===== config.mk =====
export PLATFORM = sky130hd
export DESIGN_NAME = ipv4_tcp_checksum_engine
export DESIGN_NICKNAME = d
export VERILOG_FILES = /design/src/sv/ipv4ck_pkg.sv /design/src/sv/ipv4ck_accum.sv /design/src/sv/ipv4ck_finalize.sv /design/src/sv/ipv4_tcp_checksum_engine.sv
export VERILOG_INCLUDE_DIRS = /design/src /design/src/sv
export SDC_FILE = /design/constraint.sdc
export NUM_CORES = 1
export LEC_CHECK = 0
export BUFFER_PORTS_ARGS = -buffer_cell sky130_fd_sc_hd__buf_2
export CORE_ASPECT_RATIO = 1.25
export CORE_UTILIZATION = 50
export DETAILED_ROUTE_END_ITERATION = 8
export PLACE_DENSITY = 0.66
export SYNTH_ARGS = -nofsm -noshare
export SYNTH_HDL_FRONTEND = slang
export SYNTH_SLANG_ARGS = --single-unit

===== constraint.sdc =====
create_clock -name clk -period 10.2 [get_ports clk]
set_clock_uncertainty 0.1 [all_clocks]
set_input_delay 0.51 -clock clk [delete_from_list [all_inputs] [get_ports clk]]
set_output_delay 0.51 -clock clk [all_outputs]
set_load 0.03 [all_outputs]

===== src/sv/ipv4_tcp_checksum_engine_assert.svh =====
// ----------------------------------------------------------------------------
// IPv4/TCP checksum engine assertion macros
// Concurrent assertion wrappers, empty under synthesis.
// ----------------------------------------------------------------------------
`ifndef IPV4_TCP_CHECKSUM_ENGINE_ASSERT_SVH
`define IPV4_TCP_CHECKSUM_ENGINE_ASSERT_SVH

`ifndef SYNTHESIS

`define ASSERT_SAME(lbl, ante, cons) \
    lbl: assert property (@(posedge clk) disable iff (!rst_n) (ante) |-> (cons)) \
        else $error("assertion failed");

`define ASSERT_NEXT(lbl, ante, cons) \
    lbl: assert property (@(posedge clk) disable iff (!rst_n) (ante) |=> (cons)) \
        else $error("assertion failed");

`else

`define ASSERT_SAME(lbl, ante, cons)

`define ASSERT_NEXT(lbl, ante, cons)

`endif

`endif


===== src/sv/ipv4ck_pkg.sv =====
`timescale 1ns / 1ps
// ----------------------------------------------------------------------------
// IPv4/TCP checksum engine package
// Shared constants, transaction structs and ones-complement helpers.
// ----------------------------------------------------------------------------
package ipv4ck_pkg;

    localparam int unsigned MAX_PACKET_BYTES_DEF = 65535;

    localparam logic [15:0] OFS_PROTO    = 16'd9;
    localparam logic [15:0] OFS_IPCK_HI  = 16'd10;
    localparam logic [15:0] OFS_IPCK_LO  = 16'd11;
    localparam logic [15:0] OFS_SRC      = 16'd12;
    localparam logic [15:0] OFS_DST      = 16'd16;
    localparam logic [15:0] OFS_HDR_END  = 16'd20;
    localparam logic [15:0] OFS_TCPCK_HI = 16'd16;
    localparam logic [15:0] OFS_TCPCK_LO = 16'd17;
    localparam logic [3:0]  MIN_IHL      = 4'd5;
    localparam logic [7:0]  PROTO_TCP    = 8'd6;
    localparam logic [15:0] SUM_ONES     = 16'hFFFF;

    // completed packet, handed from the accumulator to the finalize stages
    typedef struct packed {
        logic [15:0] hdr_sum;
        logic [15:0] seg_sum;
        logic [31:0] src_addr;
        logic [31:0] dst_addr;
        logic [15:0] seg_len;
        logic [15:0] ip_stored;
        logic [15:0] tcp_stored;
        logic [7:0]  protocol;
        logic        malformed;
    } snap_t;

    typedef struct packed {
        logic        ip_header_ok;
        logic        is_tcp;
        logic        tcp_sum_ok;
        logic        packet_ok;
        logic        malformed;
        logic [15:0] ip_checksum;
        logic [15:0] tcp_checksum;
    } res_t;

    function automatic logic [15:0] oc_add(input logic [15:0] a, input logic [15:0] b);
        logic [16:0] s;
        begin
            s = {1'b0, a} + {1'b0, b};
            return s[15:0] + {15'd0, s[16]};
        end
    endfunction

    // fold a wide integer sum of up to eight words into 0..0xffff
    function automatic logic [15:0] fold19(input logic [18:0] x);
        logic [16:0] a;
        begin
            a = {1'b0, x[15:0]} + {14'd0, x[18:16]};
            return a[15:0] + {15'd0, a[16]};
        end
    endfunction

endpackage


===== src/sv/ipv4ck_accum.sv =====
`timescale 1ns / 1ps
// ----------------------------------------------------------------------------
// IPv4/TCP checksum accumulator
// Per-byte header/segment sums and field capture; snapshot on last byte.
// ----------------------------------------------------------------------------
module ipv4ck_accum
    import ipv4ck_pkg::*;
#(
    parameter int unsigned MAX_PACKET_BYTES = MAX_PACKET_BYTES_DEF
)
(
    input  logic        clk,
    input  logic        rst_n,
    input  logic        in_valid,
    output logic        in_stall,
    input  logic [7:0]  data_byte,
    input  logic        last_byte,
    input  logic        snap_ready,
    output logic        snap_valid,
    output snap_t       snap
);

    localparam logic [16:0] MAX_LIMIT = 17'(MAX_PACKET_BYTES);

    logic [15:0] count_reg, count_next;
    logic        too_long_reg, too_long_next;
    logic [3:0]  hwords_reg, hwords_next;
    logic [7:0]  proto_reg, proto_next;
    logic [31:0] src_reg, src_next;
    logic [31:0] dst_reg, dst_next;
    logic [15:0] hsum_reg, hsum_next;
    logic [15:0] ssum_reg, ssum_next;
    logic [7:0]  pend_reg, pend_next;
    logic [15:0] ipck_reg, ipck_next;
    logic [15:0] tcpck_reg, tcpck_next;
    logic        snap_valid_reg;
    snap_t       snap_reg, snap_next;

    logic        s_ready;
    logic        accept;
    logic [15:0] idx;
    logic [15:0] hlen;
    logic        in_hdr;
    logic        tck_hi;
    logic        tck_lo;
    logic        excl;
    logic [7:0]  kept;
    logic [15:0] word;

    assign s_ready    = !snap_valid_reg || snap_ready;
    assign in_stall   = !s_ready;
    assign accept     = in_valid && s_ready;
    assign snap_valid = snap_valid_reg;
    assign snap       = snap_reg;

    always_comb
    begin
        idx         = count_reg;
        hwords_next = (idx == 16'd0) ? data_byte[3:0] : hwords_reg;
        hlen        = {10'd0, hwords_next, 2'b00};
        in_hdr      = idx < hlen;
        tck_hi      = idx == (hlen + OFS_TCPCK_HI);
        tck_lo      = idx == (hlen + OFS_TCPCK_LO);
        excl        = in_hdr ? (idx == OFS_IPCK_HI || idx == OFS_IPCK_LO) : (tck_hi || tck_lo);
        kept        = excl ? 8'd0 : data_byte;
        word        = idx[0] ? {pend_reg, kept} : {kept, 8'd0};

        count_next    = count_reg;
        too_long_next = too_long_reg;
        proto_next    = proto_reg;
        src_next      = src_reg;
        dst_next      = dst_reg;
        hsum_next     = hsum_reg;
        ssum_next     = ssum_reg;
        pend_next     = pend_reg;
        ipck_next     = ipck_reg;
        tcpck_next    = tcpck_reg;

        if (!too_long_reg)
        begin
            if ({1'b0, idx} >= MAX_LIMIT)
            begin
                too_long_next = 1'b1;
            end
            else
            begin
                if (idx == OFS_PROTO)
                begin
                    proto_next = data_byte;
                end
                if (idx == OFS_IPCK_HI)
                begin
                    ipck_next = {data_byte, ipck_reg[7:0]};
                end
                if (idx == OFS_IPCK_LO)
                begin
                    ipck_next = {ipck_reg[15:8], data_byte};
                end
                if (idx >= OFS_SRC && idx < OFS_DST)
                begin
                    src_next = {src_reg[23:0], data_byte};
                end
                if (idx >= OFS_DST && idx < OFS_HDR_END)
                begin
                    dst_next = {dst_reg[23:0], data_byte};
                end
                if (!in_hdr && tck_hi)
                begin
                    tcpck_next = {data_byte, tcpck_reg[7:0]};
                end
                if (!in_hdr && tck_lo)
                begin
                    tcpck_next = {tcpck_reg[15:8], data_byte};
                end
                if (!idx[0])
                begin
                    pend_next = kept;
                end
                if (idx[0] || last_byte)
                begin
                    if (in_hdr)
                    begin
                        hsum_next = oc_add(hsum_reg, word);
                    end
                    else
                    begin
                        ssum_next = oc_add(ssum_reg, word);
                    end
                end
                count_next = idx + 16'd1;
            end
        end

        snap_next.hdr_sum    = hsum_next;
        snap_next.seg_sum    = ssum_next;
        snap_next.src_addr   = src_next;
        snap_next.dst_addr   = dst_next;
        snap_next.seg_len    = count_next - hlen;
        snap_next.ip_stored  = ipck_next;
        snap_next.tcp_stored = tcpck_next;
        snap_next.protocol   = proto_next;
        snap_next.malformed  = (hwords_next < MIN_IHL) || too_long_next || (count_next < hlen);
    end

    always_ff @(posedge clk or negedge rst_n)
    begin
        if (!rst_n)
        begin
            count_reg      <= '0;
            too_long_reg   <= 1'b0;
            hwords_reg     <= '0;
            proto_reg      <= '0;
            src_reg        <= '0;
            dst_reg        <= '0;
            hsum_reg       <= '0;
            ssum_reg       <= '0;
            pend_reg       <= '0;
            ipck_reg       <= '0;
            tcpck_reg      <= '0;
            snap_valid_reg <= 1'b0;
        end
        else
        begin
            if (accept && last_byte)
            begin
                count_reg      <= '0;
                too_long_reg   <= 1'b0;
                hwords_reg     <= '0;
                proto_reg      <= '0;
                src_reg        <= '0;
                dst_reg        <= '0;
                hsum_reg       <= '0;
                ssum_reg       <= '0;
                pend_reg       <= '0;
                ipck_reg       <= '0;
                tcpck_reg      <= '0;
                snap_valid_reg <= 1'b1;
            end
            else
            begin
                if (accept)
                begin
                    count_reg    <= count_next;
                    too_long_reg <= too_long_next;
                    hwords_reg   <= hwords_next;
                    proto_reg    <= proto_next;
                    src_reg      <= src_next;
                    dst_reg      <= dst_next;
                    hsum_reg     <= hsum_next;
                    ssum_reg     <= ssum_next;
                    pend_reg     <= pend_next;
                    ipck_reg     <= ipck_next;
                    tcpck_reg    <= tcpck_next;
                end
                if (snap_ready)
                begin
                    snap_valid_reg <= 1'b0;
                end
            end
        end
    end

    always_ff @(posedge clk)
    begin
        if (accept && last_byte)
        begin
            snap_reg <= snap_next;
        end
    end

endmodule


===== src/sv/ipv4ck_finalize.sv =====
`timescale 1ns / 1ps
// ----------------------------------------------------------------------------
// IPv4/TCP checksum finalize
// Pseudo-header sum, fold, verify compares and the output register.
// ----------------------------------------------------------------------------
module ipv4ck_finalize
    import ipv4ck_pkg::*;
(
    input  logic  clk,
    input  logic  rst_n,
    input  logic  snap_valid,
    input  snap_t snap,
    output logic  snap_ready,
    output logic  out_valid,
    input  logic  out_stall,
    output res_t  res
);

    logic        f1_valid_reg;
    logic [18:0] psum_reg;
    logic [18:0] pchk_reg;
    logic        ipok_reg;
    logic        tcp_reg;
    logic        mal_reg;
    logic [15:0] ipck_reg;
    logic        out_valid_reg;
    res_t        res_reg;

    logic        out_free;
    logic        f1_ready;
    logic [18:0] psum_next;
    logic [18:0] pchk_next;
    logic [15:0] t_fold;
    logic [15:0] c_fold;
    res_t        res_next;

    assign out_free   = !out_valid_reg || !out_stall;
    assign f1_ready   = !f1_valid_reg || out_free;
    assign snap_ready = f1_ready;
    assign out_valid  = out_valid_reg;
    assign res        = res_reg;

    always_comb
    begin
        psum_next = {3'd0, snap.src_addr[31:16]} + {3'd0, snap.src_addr[15:0]}
                  + {3'd0, snap.dst_addr[31:16]} + {3'd0, snap.dst_addr[15:0]}
                  + {11'd0, PROTO_TCP} + {3'd0, snap.seg_len} + {3'd0, snap.seg_sum};
        pchk_next = psum_next + {3'd0, snap.tcp_stored};

        t_fold = fold19(psum_reg);
        c_fold = fold19(pchk_reg);

        res_next.ip_header_ok = ipok_reg;
        res_next.is_tcp       = tcp_reg;
        res_next.tcp_sum_ok   = c_fold == SUM_ONES;
        res_next.packet_ok    = ipok_reg && tcp_reg && (c_fold == SUM_ONES) && !mal_reg;
        res_next.malformed    = mal_reg;
        res_next.ip_checksum  = ipck_reg;
        res_next.tcp_checksum = ~t_fold;
    end

    always_ff @(posedge clk or negedge rst_n)
    begin
        if (!rst_n)
        begin
            f1_valid_reg  <= 1'b0;
            out_valid_reg <= 1'b0;
        end
        else
        begin
            if (f1_ready)
            begin
                f1_valid_reg <= snap_valid;
            end
            if (out_free)
            begin
                out_valid_reg <= f1_valid_reg;
            end
        end
    end

    always_ff @(posedge clk)
    begin
        if (f1_ready && snap_valid)
        begin
            psum_reg <= psum_next;
            pchk_reg <= pchk_next;
            ipok_reg <= oc_add(snap.hdr_sum, snap.ip_stored) == SUM_ONES;
            tcp_reg  <= snap.protocol == PROTO_TCP;
            mal_reg  <= snap.malformed;
            ipck_reg <= ~snap.hdr_sum;
        end
        if (out_free && f1_valid_reg)
        begin
            res_reg <= res_next;
        end
    end

endmodule


===== src/sv/ipv4_tcp_checksum_engine.sv =====
`timescale 1ns / 1ps
// Each packet's result passes the snapshot, finalize and output registers after its last byte is accepted.
// Throughput: one byte per cycle while in_stall is low; each 16-bit word is summed with an end-around add.
// in_stall rises only when the snapshot, finalize and output registers all hold packets and out_stall is high.
// Reset: asynchronous, active low; clears the sums, counters and all valid flags.
// ----------------------------------------------------------------------------
// IPv4/TCP checksum engine
// Streams one IPv4/TCP packet per transaction sequence and reports checksums.
// ----------------------------------------------------------------------------
`include "ipv4_tcp_checksum_engine_assert.svh"

module ipv4_tcp_checksum_engine
    import ipv4ck_pkg::*;
#(
    parameter int unsigned MAX_PACKET_BYTES = MAX_PACKET_BYTES_DEF
)
(
    input  logic        clk,
    input  logic        rst_n,
    input  logic        in_valid,
    output logic        in_stall,
    input  logic [7:0]  data_byte,
    input  logic        last_byte,
    output logic        out_valid,
    input  logic        out_stall,
    output logic        ip_header_ok,
    output logic        is_tcp,
    output logic        tcp_sum_ok,
    output logic        packet_ok,
    output logic        malformed,
    output logic [15:0] ip_checksum,
    output logic [15:0] tcp_checksum
);

    logic  snap_valid;
    logic  snap_ready;
    snap_t snap;
    res_t  res;

    ipv4ck_accum #(
        .MAX_PACKET_BYTES (MAX_PACKET_BYTES)
    ) u_accum (
        .clk        (clk),
        .rst_n      (rst_n),
        .in_valid   (in_valid),
        .in_stall   (in_stall),
        .data_byte  (data_byte),
        .last_byte  (last_byte),
        .snap_ready (snap_ready),
        .snap_valid (snap_valid),
        .snap       (snap)
    );

    ipv4ck_finalize u_finalize (
        .clk        (clk),
        .rst_n      (rst_n),
        .snap_valid (snap_valid),
        .snap       (snap),
        .snap_ready (snap_ready),
        .out_valid  (out_valid),
        .out_stall  (out_stall),
        .res        (res)
    );

    assign ip_header_ok = res.ip_header_ok;
    assign is_tcp       = res.is_tcp;
    assign tcp_sum_ok   = res.tcp_sum_ok;
    assign packet_ok    = res.packet_ok;
    assign malformed    = res.malformed;
    assign ip_checksum  = res.ip_checksum;
    assign tcp_checksum = res.tcp_checksum;

    `ASSERT_NEXT(a_last_snaps, in_valid && !in_stall && last_byte, snap_valid)
    `ASSERT_SAME(a_stall_full, in_stall, snap_valid && out_valid && out_stall)
    `ASSERT_SAME(a_pkt_ok, out_valid && packet_ok, ip_header_ok && is_tcp && tcp_sum_ok && !malformed)

endmodule

Word-level counts from Yosys, hierarchy flattened
Index checks and enable logic that the tools add are counted.
{ "word_totals": {"ff_bits": 415, "latch_bits": 0, "mem_bits_rw": 0, "romBits": 0, "elab_cells": 168, "n_memories": 0} }
{ "classes": {"add_sub_neg": 21, "multipliers": 0, "div_mod_pow": 0, "magnitude_cmp": 8, "n_eq_ne": 11, "shifts": 0, "muxes": 60, "n_bitwise": 2, "n_reduce_logical": 30} }
{ "ops": {"columns": ["op", "n"], "rows": [
  ["2-to-1 mux 16 bit", 29],
  ["2-to-1 mux 32 bit", 10],
  ["adder 19 x 16 -> 19 bit", 5],
  ["2-to-1 mux 8 bit", 11],
  ["adder 16 x 1 -> 16 bit", 5],
  ["adder 16 x 16 -> 17 bit", 4],
  ["equality test 16 x 4 -> 1 bit (second input constant)", 3],
  ["adder 16 x 3 -> 17 bit", 2],
  ["equality test 16 bit", 2],
  ["equality test 16 bit (second input constant)", 2],
  ["< comparator 16 x 5 -> 1 bit (second input constant)", 2],
  ["< comparator 16 x 6 -> 1 bit", 2],
  ["inverter 16 bit", 2],
  ["adder 19 x 3 -> 19 bit (second input constant)", 1],
  ["adder 16 x 1 -> 16 bit (second input constant)", 1],
  ["greater-or-equal comparator 16 bit (second input constant)", 1],
  ["greater-or-equal comparator 16 x 4 -> 1 bit (second input constant)", 1],
  ["greater-or-equal comparator 16 x 5 -> 1 bit (second input constant)", 1],
  ["zero test 16 bit", 1],
  ["subtractor 16 x 6 -> 16 bit", 1],
  ["adder 6 x 5 -> 7 bit (second input constant)", 2],
  ["2-to-1 mux 4 bit", 3],
  ["logical AND 1 bit", 11],
  ["equality test 8 x 3 -> 1 bit (second input constant)", 1],
  ["7 further kinds", 29]
]} }

Longest topological paths before layout
Gate-level depths: netlist of the first run.
{ "logic_depth": {"depth_word": 16, "ltp_mapped": 36} }

Hierarchy
From an unflattened synthesis of the first run, not the netlist that was laid out.
{ "unflattened": {"hier_cells": 2093, "hier_area_um2": 24160.7} }
{ "by_module_without_submodules": {"columns": ["mod", "n_inst", "cells_per_inst", "area_per_inst_um2", "seq_area_each_um2"], "rows": [
  ["ipv4ck_accum", 1, 1341, 15996.6, 8748.4],
  ["ipv4ck_finalize", 1, 752, 8164.1, 2872.8]
]} }

Least setup slack after synthesis of the first run
Ideal clock, no wire load.
{ "synth_path": {"kind": "register to register", "from": "register u_finalize.out_valid_reg (netlist: u_finalize.out_valid)", "to": "register u_accum.snap_reg (netlist bit u_accum.snap[0]) (enable)", "setup_time_ns": 0.670, "arrival_ns": 7.611, "required_time_ns": 9.430, "setup_slack_ns": 1.819, "path_stages_with_launch": 6, "n_path_buf": 2, "synth_period_minus_slack_ns": 8.381, "path_cell_list": "dfrtp_1 -> nand4_1 -> nand2_1 -> clkbuf_1 -> clkbuf_1 -> nor2_1"} }
{ "synth_between": {"elab_chain_cells": 6} }
{ "synth_lines": {"columns": ["element", "line", "text"], "rows": [
  ["start, declared", "ipv4ck_finalize.sv:26", "logic out_valid_reg;"],
  ["start signal, assigned", "ipv4ck_finalize.sv:77", "out_valid_reg <= f1_valid_reg;"],
  ["zero test 1 bit", "ipv4ck_finalize.sv:37", "assign out_free = !out_valid_reg || !out_stall;"],
  ["logical OR 1 bit", "ipv4ck_finalize.sv:37", null],
  ["logical OR 1 bit", "ipv4ck_finalize.sv:38", "assign f1_ready = !f1_valid_reg || out_free;"],
  ["logical OR 1 bit", "ipv4ck_accum.sv:50", "assign s_ready = !snap_valid_reg || snap_ready;"],
  ["logical AND 1 bit", "ipv4ck_accum.sv:52", "assign accept = in_valid && s_ready;"],
  ["logical AND 1 bit", "ipv4ck_accum.sv:205", "if (accept && last_byte)"],
  ["end signal, assigned", "ipv4ck_accum.sv:207", "snap_reg <= snap_next;"],
  ["end, declared", "ipv4ck_accum.sv:37", "snap_t snap_reg, snap_next;"]
]} }
Every way passes these cells.
A chain may end at the register's enable or synchronous reset.

==> impl_metrics.csv, run 1 <==
group,metric,value,unit
status,status,"complete, no violations",
critical_path,critical_path_class,"reg -> reg",
global_route,first_global_vias,17300,
routing,drtIter0Drc,1202,
final_layout,nNetsFinal,2462,
place,place_inst,2864,
sta,rsz0062_at_grt,"false",
clock_network,clock_path_buffers,3,
job,max_cap_viol_count,0,
routing,drt-vias-per-instance,5.86,
final_layout,area_growth,9.56,%
logic_synthesis,synthCells,2252,
clock_network,clkSinkCount,415,
logic_synthesis,synth_common_cells,"edfxtp_1, nand2_1, inv_1",
logic_synthesis,yosysTopAreaCell,"edfxtp_1",
floorplan,start_util,51.0,%
floorplan,io-pin-count,52,
sta,fmax,0.119,GHz
clock_network,root_buffer,"clkbuf_16",
routing,ant_nets,0,
critical_path,cp_max_fo,12,
critical_path,cp.required,10.44,ns
critical_path,crit_arrival,8.62,ns
final_layout,design_area,27100,um^2
place,pre_cts_ws,1.92,ns
logic_synthesis,synth_seq_cells,415,
place,dp_hpwl,44900,um
pwr,max-vdd-ir-drop,0.000163,V
sta,slew_violations,0,
critical_path,slowest_delay,0.80,ns
sta,finalHoldViolCount,0,
logic_synthesis,yosysWarnings,0,
clock_network,cts_htree_levels,2,
clock_network,clk_pin_slew_worst_paths,0.06,ns
clock_network,cts_hold_buf,1,
final_layout,diodes,0,
place,numPortBuffers,51,
logic_synthesis,ys.flop_type,"edfxtp_1",
pwr,p_per_area,273,nW/um^2
final_layout,drive_above_1_share,12.6,%
final_layout,largest_register_ffs,153,
clock_network,clk_latency,0.59,ns
clock_network,cts_resized,0,
critical_path,cpMaxStageDelayCell,"o31ai_2",
routing,wirelength,62900,um
critical_path,crit_top_cell,"ha_1",
logic_synthesis,synth-edff-count,247,
place,place.gp.congestion,0.940,
routing,route.detailed.drc,0,
logic_synthesis,synthArstFlopShare,40.5,%
final_layout,nFillCells,4065,
sta,max-slew-margin-rel,31.8,%
logic_synthesis,synth_seq_area_share,47.0,%
logic_synthesis,synthesis.area,24700,um^2
critical_path,reg2reg_setup_slack,1.82,ns
logic_synthesis,syn-num-nets,2447,
floorplan,die_height,251,um
global_route,grt_first_pass_wirelength,98400,um
sta,setup_viol,0,
logic_synthesis,synth.most_common_cell,"edfxtp_1",
critical_path,critPathLaunchType,"flip-flop",
logic_synthesis,synth_cell_types,94,
sta,layout_setup_ws,1.82,ns
sta,finalCritPeriodShare,82.2,%
sta,min_period,8.38,ns
global_route,overflow,0,
place,placed_area,25600,um^2
worst_hold_path,hold_path.class,"in -> reg",
routing,firstDrtPassIters,5,
routing,vias,17300,
sta,max_slew.worst_pin.slew,1.02,ns
pwr,finalPower,0.00739,W
floorplan,die-area,50400,um^2
logic_synthesis,avgSynthCellArea,11.0,um^2
routing,wl_per_cell,21.3,um
floorplan,core_area,48500,um^2
global_route,antenna_found_initial,0,
clock_network,cts_buffers,44,
critical_path,endpoint_kind,"flip-flop",
critical_path,r2r_cells,29,
floorplan,rows,90,
pwr,p_leak,11.5,nW
logic_synthesis,synth_area_leaders,"edfxtp_1, dfrtp_1, ha_1, mux2_2, a22o_1",
final_layout,layout.cells.non_filler,2947,
floorplan,chipWidth,201,um
global_route,groute.usage.overall,25.1,%
clock_network,cts_tree,"yes",
worst_hold_path,hold-path-cell-count,2,
logic_synthesis,yosys.area.top_type_share,30.0,%
sta,fin_tns_setup,0,ns
global_route,grt_max_degree,88,
clock_network,post_cts_buffers,0,
==> worst paths after layout <==
kind | end | startpoint
setup / recovery | u_accum.snap[133] | u_accum.count_reg[0]
hold / removal | u_finalize.out_valid | out_stall
setup reg to reg | u_accum.snap[133] | u_accum.count_reg[0]
hold reg to reg | u_finalize.res[31] | u_finalize.ipck_reg[15]
max in group asynchronous | u_accum.hsum_reg[5] | rst_n
min in group asynchronous | u_accum.src_reg[30] | rst_n
==> per-layer routing <==
metal / GRT usage, % / vias to the layer above / routed length, um
met5: 0 / - / 0
met4: 8.00 / 0 / 1730
met3: 2.84 / 102 / 2450
met2: 43.5 / 423 / 31400
met1: 33.0 / 8545 / 27400
li1: - / 8204 / -
==> where the power goes <==
group / switching (W) / internal [W]
registers: 0.000212 / 0.00220
clock network: 0.000693 / 0.000934
logic: 0.00199 / 0.00136
==> cells by family (layout without fill, tap and decap cells) <==
family / after synthesis / after routing / synth area share (%)
buf+inv: 283 / 334 / 4.35
flops: 415 / 415 / 47.0
simple gates: 531 / 531 / 10.5
xor+xnor: 177 / 177 / 6.41
compound gates: 547 / 547 / 15.7
mux: 111 / 111 / 5.05
fa+ha+maj: 188 / 188 / 11.1
==> metrics by stage <==
| step | hold slack (ns) | util, % |
|---|---|---|
| after CTS | 0.0646 | 55.9 |
| after global routing | 0.0843 | 55.9 |
| after detailed placement | 0.305 | 52.8 |
| final | 0.0955 | 55.9 |
| after global placement | 0.301 | 52.8 |
| after floorplan | 0.114 | - |
==> layout make-up <==
class / instances / area [um^2] / area share (%)
multi-input cells: 1554 / 12100 / 44.6
clock buffers: 57 / 1220 / 4.50
inverters: 175 / 657 / 2.42
well taps: 644 / 806 / 2.97
repair buffers: 77 / 459 / 1.69
clock inverters: 25 / 253 / 0.932
flip-flops and latches: 415 / 11600 / 42.9
==> cell usage in the layout (no fill, tap or decap), types with 50 or more instances in the layout <==
cell type / Yosys / routed
mux2_2: 100 / 100
ha_1: 128 / 128
xnor2_1: 117 / 117
fa_1: 54 / 54
nand2_1: 183 / 182
buf_2: 5 / 50
inv_1: 174 / 174
a22o_1: 125 / 125
nor2_1: 113 / 111
a21oi_1: 88 / 88
o21ai_0: 113 / 113
xor2_1: 57 / 57
dfrtp_1: 168 / 168
edfxtp_1: 247 / 247
==> worst max-delay path: cells and delay by family, from the launching register on <==
| family | cells | cell delay, ns |
|---|---|---|
| simple gates | 10 | 3.01 |
| compound gates | 9 | 2.21 |
| fa+ha+maj | 5 | 1.16 |
| xor+xnor | 2 | 0.27 |
| flops | 1 | 0.38 |
| buf+inv | 1 | 0.20 |
| mux | 2 | 0.77 |
Note: power is estimated with default switching activity, not from simulation.
==> run 2, diff against run 1 <==
==> constraint.sdc (replaced) <==
create_clock -name clk -period 8.5 [get_ports clk]
set_clock_uncertainty 0.1 [all_clocks]
set_input_delay 0.425 -clock clk [delete_from_list [all_inputs] [get_ports clk]]
set_output_delay 0.425 -clock clk [all_outputs]
set_load 0.03 [all_outputs]
==> impl_metrics.csv, run 2 (synthesized netlist as in run 1, its figures left out) <==
group,metric,value,unit
worst_hold_path,hold_path.class,"in -> reg",
critical_path,cpMaxStageDelayCell,"or4_1",
floorplan,start_util,51.0,%
floorplan,core_area,48500,um^2
sta,finalHoldViolCount,0,
clock_network,cts_tree,"yes",
routing,route.detailed.drc,0,
critical_path,crit_family,"simple AND/OR/NAND/NOR gates",
sta,setup_viol,0,
critical_path,cp_num_buf_inv,3,
routing,firstDrtPassIters,7,
floorplan,die_height,251,um
clock_network,cts_htree_levels,2,
place,dp_hpwl,44000,um
pwr,finalPower,0.00898,W
routing,wl_per_cell,20.9,um
status,status,"complete, no violations",
floorplan,chipWidth,201,um
critical_path,crit_top_cell,"ha_1",
sta,max-slew-margin-rel,30.8,%
sta,layout_setup_ws,0.534,ns
critical_path,cp_max_fo,12,
place,placed_area,25700,um^2
pwr,p_int,0.00546,W
clock_network,clkSinkCount,415,
final_layout,layout.cells.non_filler,2952,
job,max_cap_viol_count,0,
pwr,p_clk_share,22.3,%
final_layout,layout.cells.most_common,"edfxtp_1",
clock_network,clock_path_buffers,3,
routing,vias,17500,
critical_path,critPathLaunchType,"flip-flop",
routing,drt-vias-per-instance,5.92,
final_layout,design_area,27200,um^2
final_layout,largest_register_ffs,153,
pwr,p_leak,11.6,nW
sta,fin_tns_setup,0,ns
place,place_inst,2873,
sta,finalCritPeriodShare,93.7,%
floorplan,rows,90,
routing,ant_nets,0,
final_layout,nNetsFinal,2469,
routing,wirelength,61700,um
place,numPortBuffers,51,
floorplan,die-area,50400,um^2
final_layout,drive_above_1_share,13.0,%
global_route,grt_first_pass_wirelength,97000,um
critical_path,slowest_delay,0.58,ns
final_layout,diodes,0,
sta,fmax,0.126,GHz
pwr,p_per_area,330,nW/um^2
sta,slew_violations,0,
routing,drtIter0Drc,1198,
pwr,power_switching,0.00352,W
pwr,sequentialPowerShare,32.3,%
critical_path,endpoint_kind,"flip-flop",
final_layout,final_cell_mix,"edfxtp_1, nand2_1, inv_1, dfrtp_1, ha_1",
pwr,swShare,39.2,%
global_route,overflow,0,
place,place.gp.congestion,0.894,
clock_network,cts_buffers,42,
critical_path,cp.required,8.72,ns
pwr,max-vdd-ir-drop,0.000199,V
global_route,first_global_vias,17500,
pwr,p_comb_share,45.4,%
clock_network,root_buffer,"clkbuf_16",
global_route,antenna_found_initial,0,
clock_network,clk_latency,0.58,ns
sta,max_slew.worst_pin.slew,1.03,ns
floorplan,io-pin-count,52,
sta,min_period,7.97,ns
final_layout,area_growth,10.1,%
critical_path,critical_path_class,"reg -> reg",
critical_path,crit_arrival,8.18,ns
place,pre_cts_ws,0.447,ns
global_route,grt_max_degree,155,
clock_network,clk_pin_slew_worst_paths,0.07,ns
global_route,groute.usage.overall,24.7,%
run 2: cell count changes in the layout (fill, tap and decap cells not counted), sizes merged:
cell / delta
inv: -4
bufinv: +3
clkinvlp: -1
buf: +9
clkinv: +2
clkbuf: -4
run 2: through the flow:
step,hold slack (ns),util (%)
floorplan,0.0294,-
global placement,0.302,53.0
detailed placement,0.305,53.0
CTS,0.0231,56.1
global route,0.0414,56.1
finish,0.0442,56.1
run 2: timing repair:
| item | 4_1_cts | 5_1_grt |
|---|---|---|
| hold buffers | 1 | 0 |
| setup endpoints to repair | 0 | 5 |
| setup buffers | 0 | 0 |
| gates resized for setup | 0 | 1 |
| endpoints found under the hold margin | 48 | 0 |
run 2: metal layers:
| layer | up-vias | track usage [%] | routed length, um |
|---|---|---|---|
| met1 | 8673 | 31.3 | 25900 |
| li1 | 8214 | - | - |
| met4 | 0 | 9.71 | 2310 |
| met2 | 470 | 43.2 | 31000 |
| met5 | - | 0 | 0 |
| met3 | 127 | 2.94 | 2580 |
run 2: power groups by stage:
stage	Sequential (W)	Combinational [W]	Clock, W
2_1_floorplan	0.00286	0.00300	0
3_3_place_gp	0.00293	0.00392	0
3_5_place_dp	0.00293	0.00403	0
4_1_cts	0.00289	0.00407	0.00204
5_1_grt	0.00293	0.00447	0.00211
6_report	0.00290	0.00408	0.00200
run 2: path summary, 6_finish.rpt:
path	startpoint	to	slack (ns)	cells after the start
max	u_accum.count_reg[1]	u_accum.snap[133]	0.53	30
min	out_stall	u_finalize.out_valid	0.04	2
max reg2reg	u_accum.count_reg[1]	u_accum.snap[133]	0.53	30
min reg2reg	u_finalize.ipck_reg[13]	u_finalize.res[29]	0.32	0
max in group asynchronous	rst_n	u_accum.ssum_reg[5]	6.75	3
min in group asynchronous	rst_n	u_accum.src_reg[30]	0.27	2
run 2: final cells by class:
type	instances	area, um^2
sequential	415	11600
clock buffer	53	1180
fill	4040	21300
timing repair buffer	86	539
tap	644	806
multi-input combinational	1554	12100
clock inverter	25	337
inverter	175	657
run 2: worst register-to-register path, delay by kind of cell (launching register included):
kind | cells | cell delay, ns
xor+xnor | 1 | 0.13
mux | 2 | 0.46
flops | 1 | 0.42
fa+ha+maj | 6 | 1.33
simple gates | 9 | 2.90
compound gates | 9 | 1.81
buf+inv | 3 | 0.53
==> run 3, diff against run 2 <==
--- a/config.mk
+++ b/config.mk
@@ -10,7 +10,9 @@
 export CORE_ASPECT_RATIO = 1.25
 export CORE_UTILIZATION = 50
 export DETAILED_ROUTE_END_ITERATION = 8
+export GPL_ROUTABILITY_DRIVEN = 0
 export PLACE_DENSITY = 0.66
 export SYNTH_ARGS = -nofsm -noshare
 export SYNTH_HDL_FRONTEND = slang
+export SYNTH_HIERARCHICAL = 1
 export SYNTH_SLANG_ARGS = --single-unit
==> impl_metrics.csv, run 3 <==
group,metric,value,unit
logic_synthesis,synthAdderAreaFrac,12.0,%
critical_path,crit_top_cell,"ha_1",
pwr,power_switching,0.00363,W
global_route,grt_max_degree,92,
global_route,overflow,0,
routing,drt-vias-per-instance,5.88,
critical_path,slowest_delay,0.51,ns
critical_path,critical_path_class,"reg -> reg",
critical_path,endpoint_kind,"flip-flop",
logic_synthesis,synthesis.area,24200,um^2
logic_synthesis,synth.most_common_cell,"edfxtp_1",
final_layout,diodes,0,
floorplan,start_util,50.9,%
clock_network,post_cts_buffers,0,
sta,max-slew-margin-rel,25.8,%
place,pre_cts_ws,0.837,ns
logic_synthesis,synth-edff-count,247,
logic_synthesis,synth_area_leaders,"edfxtp_1, dfrtp_1, ha_1, fa_1, a22o_1",
sta,finalCritPeriodShare,91.5,%
critical_path,crit_arrival,8.08,ns
logic_synthesis,synth.area.mux_share,5.32,%
sta,min_period,7.78,ns
place,dp_hpwl,41100,um
routing,wl_per_cell,20.6,um
final_layout,ff_latch_area,11600,um^2
logic_synthesis,yosysTopAreaCell,"edfxtp_1",
final_layout,nNetsFinal,2325,
floorplan,core_area,47400,um^2
floorplan,rows,89,
clock_network,cts_buffers,42,
logic_synthesis,yosys.area.top_type_share,30.7,%
logic_synthesis,synth_cell_types,104,
final_layout,area_growth,9.71,%
floorplan,die-area,49200,um^2
sta,rsz0062_at_grt,"false",
logic_synthesis,syn-num-nets,2294,
routing,firstDrtPassIters,5,
final_layout,layout.cells.most_common,"edfxtp_1",
clock_network,cts_tree,"yes",
routing,vias,16400,
final_layout,largest_register_ffs,153,
logic_synthesis,synth_seq_cells,415,
logic_synthesis,synth-xor-area-share,5.63,%
logic_synthesis,yosysWarnings,6,
floorplan,chipWidth,199,um
sta,max_slew.worst_pin.slew,1.10,ns
routing,route.detailed.drc,0,
routing,ant_nets,0,
logic_synthesis,synthCells,2093,
logic_synthesis,ys.flop_type,"edfxtp_1",
pwr,p_clk_share,20.5,%
logic_synthesis,synth-simple-area-share,10.2,%
final_layout,multi_input_area,11600,um^2
status,status,"complete, no violations",
final_layout,nFillCells,4019,
global_route,groute.usage.overall,23.9,%
sta,layout_setup_ws,0.719,ns
logic_synthesis,synth_seq_area_share,48.1,%
clock_network,cts_htree_levels,2,
clock_network,clk_latency,0.58,ns
sta,finalHoldViolCount,0,
global_route,antenna_found_initial,1,
clock_network,clk_pin_slew_worst_paths,0.06,ns
floorplan,die_height,248,um
worst_hold_path,hold_path.class,"in -> reg",
routing,wirelength,57600,um
critical_path,critPathLaunchType,"flip-flop",
critical_path,reg2reg_setup_slack,0.72,ns
sta,slew_violations,0,
floorplan,io-pin-count,52,
sta,fmax,0.129,GHz
critical_path,cpMaxStageDelayCell,"or4_1",
logic_synthesis,avgSynthCellArea,11.5,um^2
place,numPortBuffers,51,
pwr,sequentialPowerShare,30.9,%
sta,fin_tns_setup,0,ns
pwr,p_per_area,348,nW/um^2
final_layout,final_cell_mix,"edfxtp_1, inv_1, dfrtp_1, nand2_1, a22o_1",
pwr,p_comb_share,48.6,%
critical_path,cp_max_fo,10,
job,max_cap_viol_count,0,
critical_path,cp.required,8.80,ns
clock_network,clkSinkCount,415,
logic_synthesis,synth_common_cells,"edfxtp_1, inv_1, dfrtp_1",
logic_synthesis,synth_top_family_by_area,"compound AO/OA/AOI/OAI gates",
global_route,grt_first_pass_wirelength,90100,um
clock_network,clock_path_buffers,3,
pwr,swShare,39.3,%
final_layout,drive_above_1_share,13.7,%
sta,setup_viol,0,
routing,drtIter0Drc,1003,
logic_synthesis,synth_compound_area_share,14.7,%
global_route,first_global_vias,16200,
clock_network,root_buffer,"clkbuf_16",
pwr,p_leak,11.4,nW
logic_synthesis,synthArstFlopShare,40.5,%
pwr,max-vdd-ir-drop,0.000228,V
pwr,p_int,0.00560,W
[run 3: layout make-up]
type	instances	share of cell area [%]
clock buffer	58	4.50
tap	637	3.01
clock inverter	20	0.835
inverter	176	2.52
multi-input combinational	1417	43.7
timing repair buffer	72	1.60
sequential	415	43.8
[run 3: worst paths after layout]
| kind | end | from | cells after the start |
|---|---|---|---|
| max reg2reg | u_accum/snap[136] | u_accum/count_reg[1] | 32 |
| min | u_accum/pend_reg[2] | data_byte[2] | 2 |
| min reg2reg | u_finalize/res[31] | u_finalize/ipck_reg[15] | 0 |
| max | u_accum/snap[136] | u_accum/count_reg[1] | 32 |
| max in group asynchronous | u_accum/src_reg[20] | rst_n | 4 |
| min in group asynchronous | u_accum/pend_reg[7] | rst_n | 2 |
[run 3: stage by stage]
stage               total power [W]  instances  hold slack (ns)  util (%)  instance area, um^2
finish                      0.00923       2795           0.0478      55.9                26500
floorplan                   0.00620       2093           0.0294         -                24200
detailed placement          0.00733       2715            0.305      52.8                25100
CTS                         0.00927       2795           0.0229      55.9                26500
global placement            0.00723       2715            0.301      52.8                25100
global route                0.00985       2795           0.0467      55.9                26500
[run 3: worst max-delay path: cells and delay by family, from the launching register on]
family          cells  cell delay (ns)
simple gates       14             2.95
compound gates     10             2.10
fa+ha+maj           4             1.17
flops               1             0.42
mux                 1             0.30
xor+xnor            1             0.29
buf+inv             2             0.26
[run 3: kinds of logic after synthesis]
kind of cell,Yosys count
muxes,115
DFF,415
adders and majority gates,191
AOI/OAI and AO/OA,487
and+or+nand+nor,471
buffers and inverters,261
xor gates and xnor gates,153
[run 3: per-layer routing]
layer	global-route usage, %	vias to the layer above	wire length, um
li1	-	7679	-
met1	30.5	8170	24300
met2	40.2	434	28400
met3	2.95	145	2150
met4	12.0	2	2750
met5	0	-	13
[run 3: power groups by stage]
stage / combinational, W / clock, W / sequential [W]
3_5_place_dp: 0.00444 / 0 / 0.00289
5_1_grt: 0.00496 / 0.00201 / 0.00288
3_3_place_gp: 0.00434 / 0 / 0.00288
4_1_cts: 0.00447 / 0.00194 / 0.00285
2_1_floorplan: 0.00335 / 0 / 0.00285
6_report: 0.00448 / 0.00190 / 0.00285
[run 3: timing repair]
item                                    CTS  global route
endpoints found under the hold margin    49             0
hold buffers                              2             0
gates resized for setup                   0             1
endpoints found under the setup margin    0             2
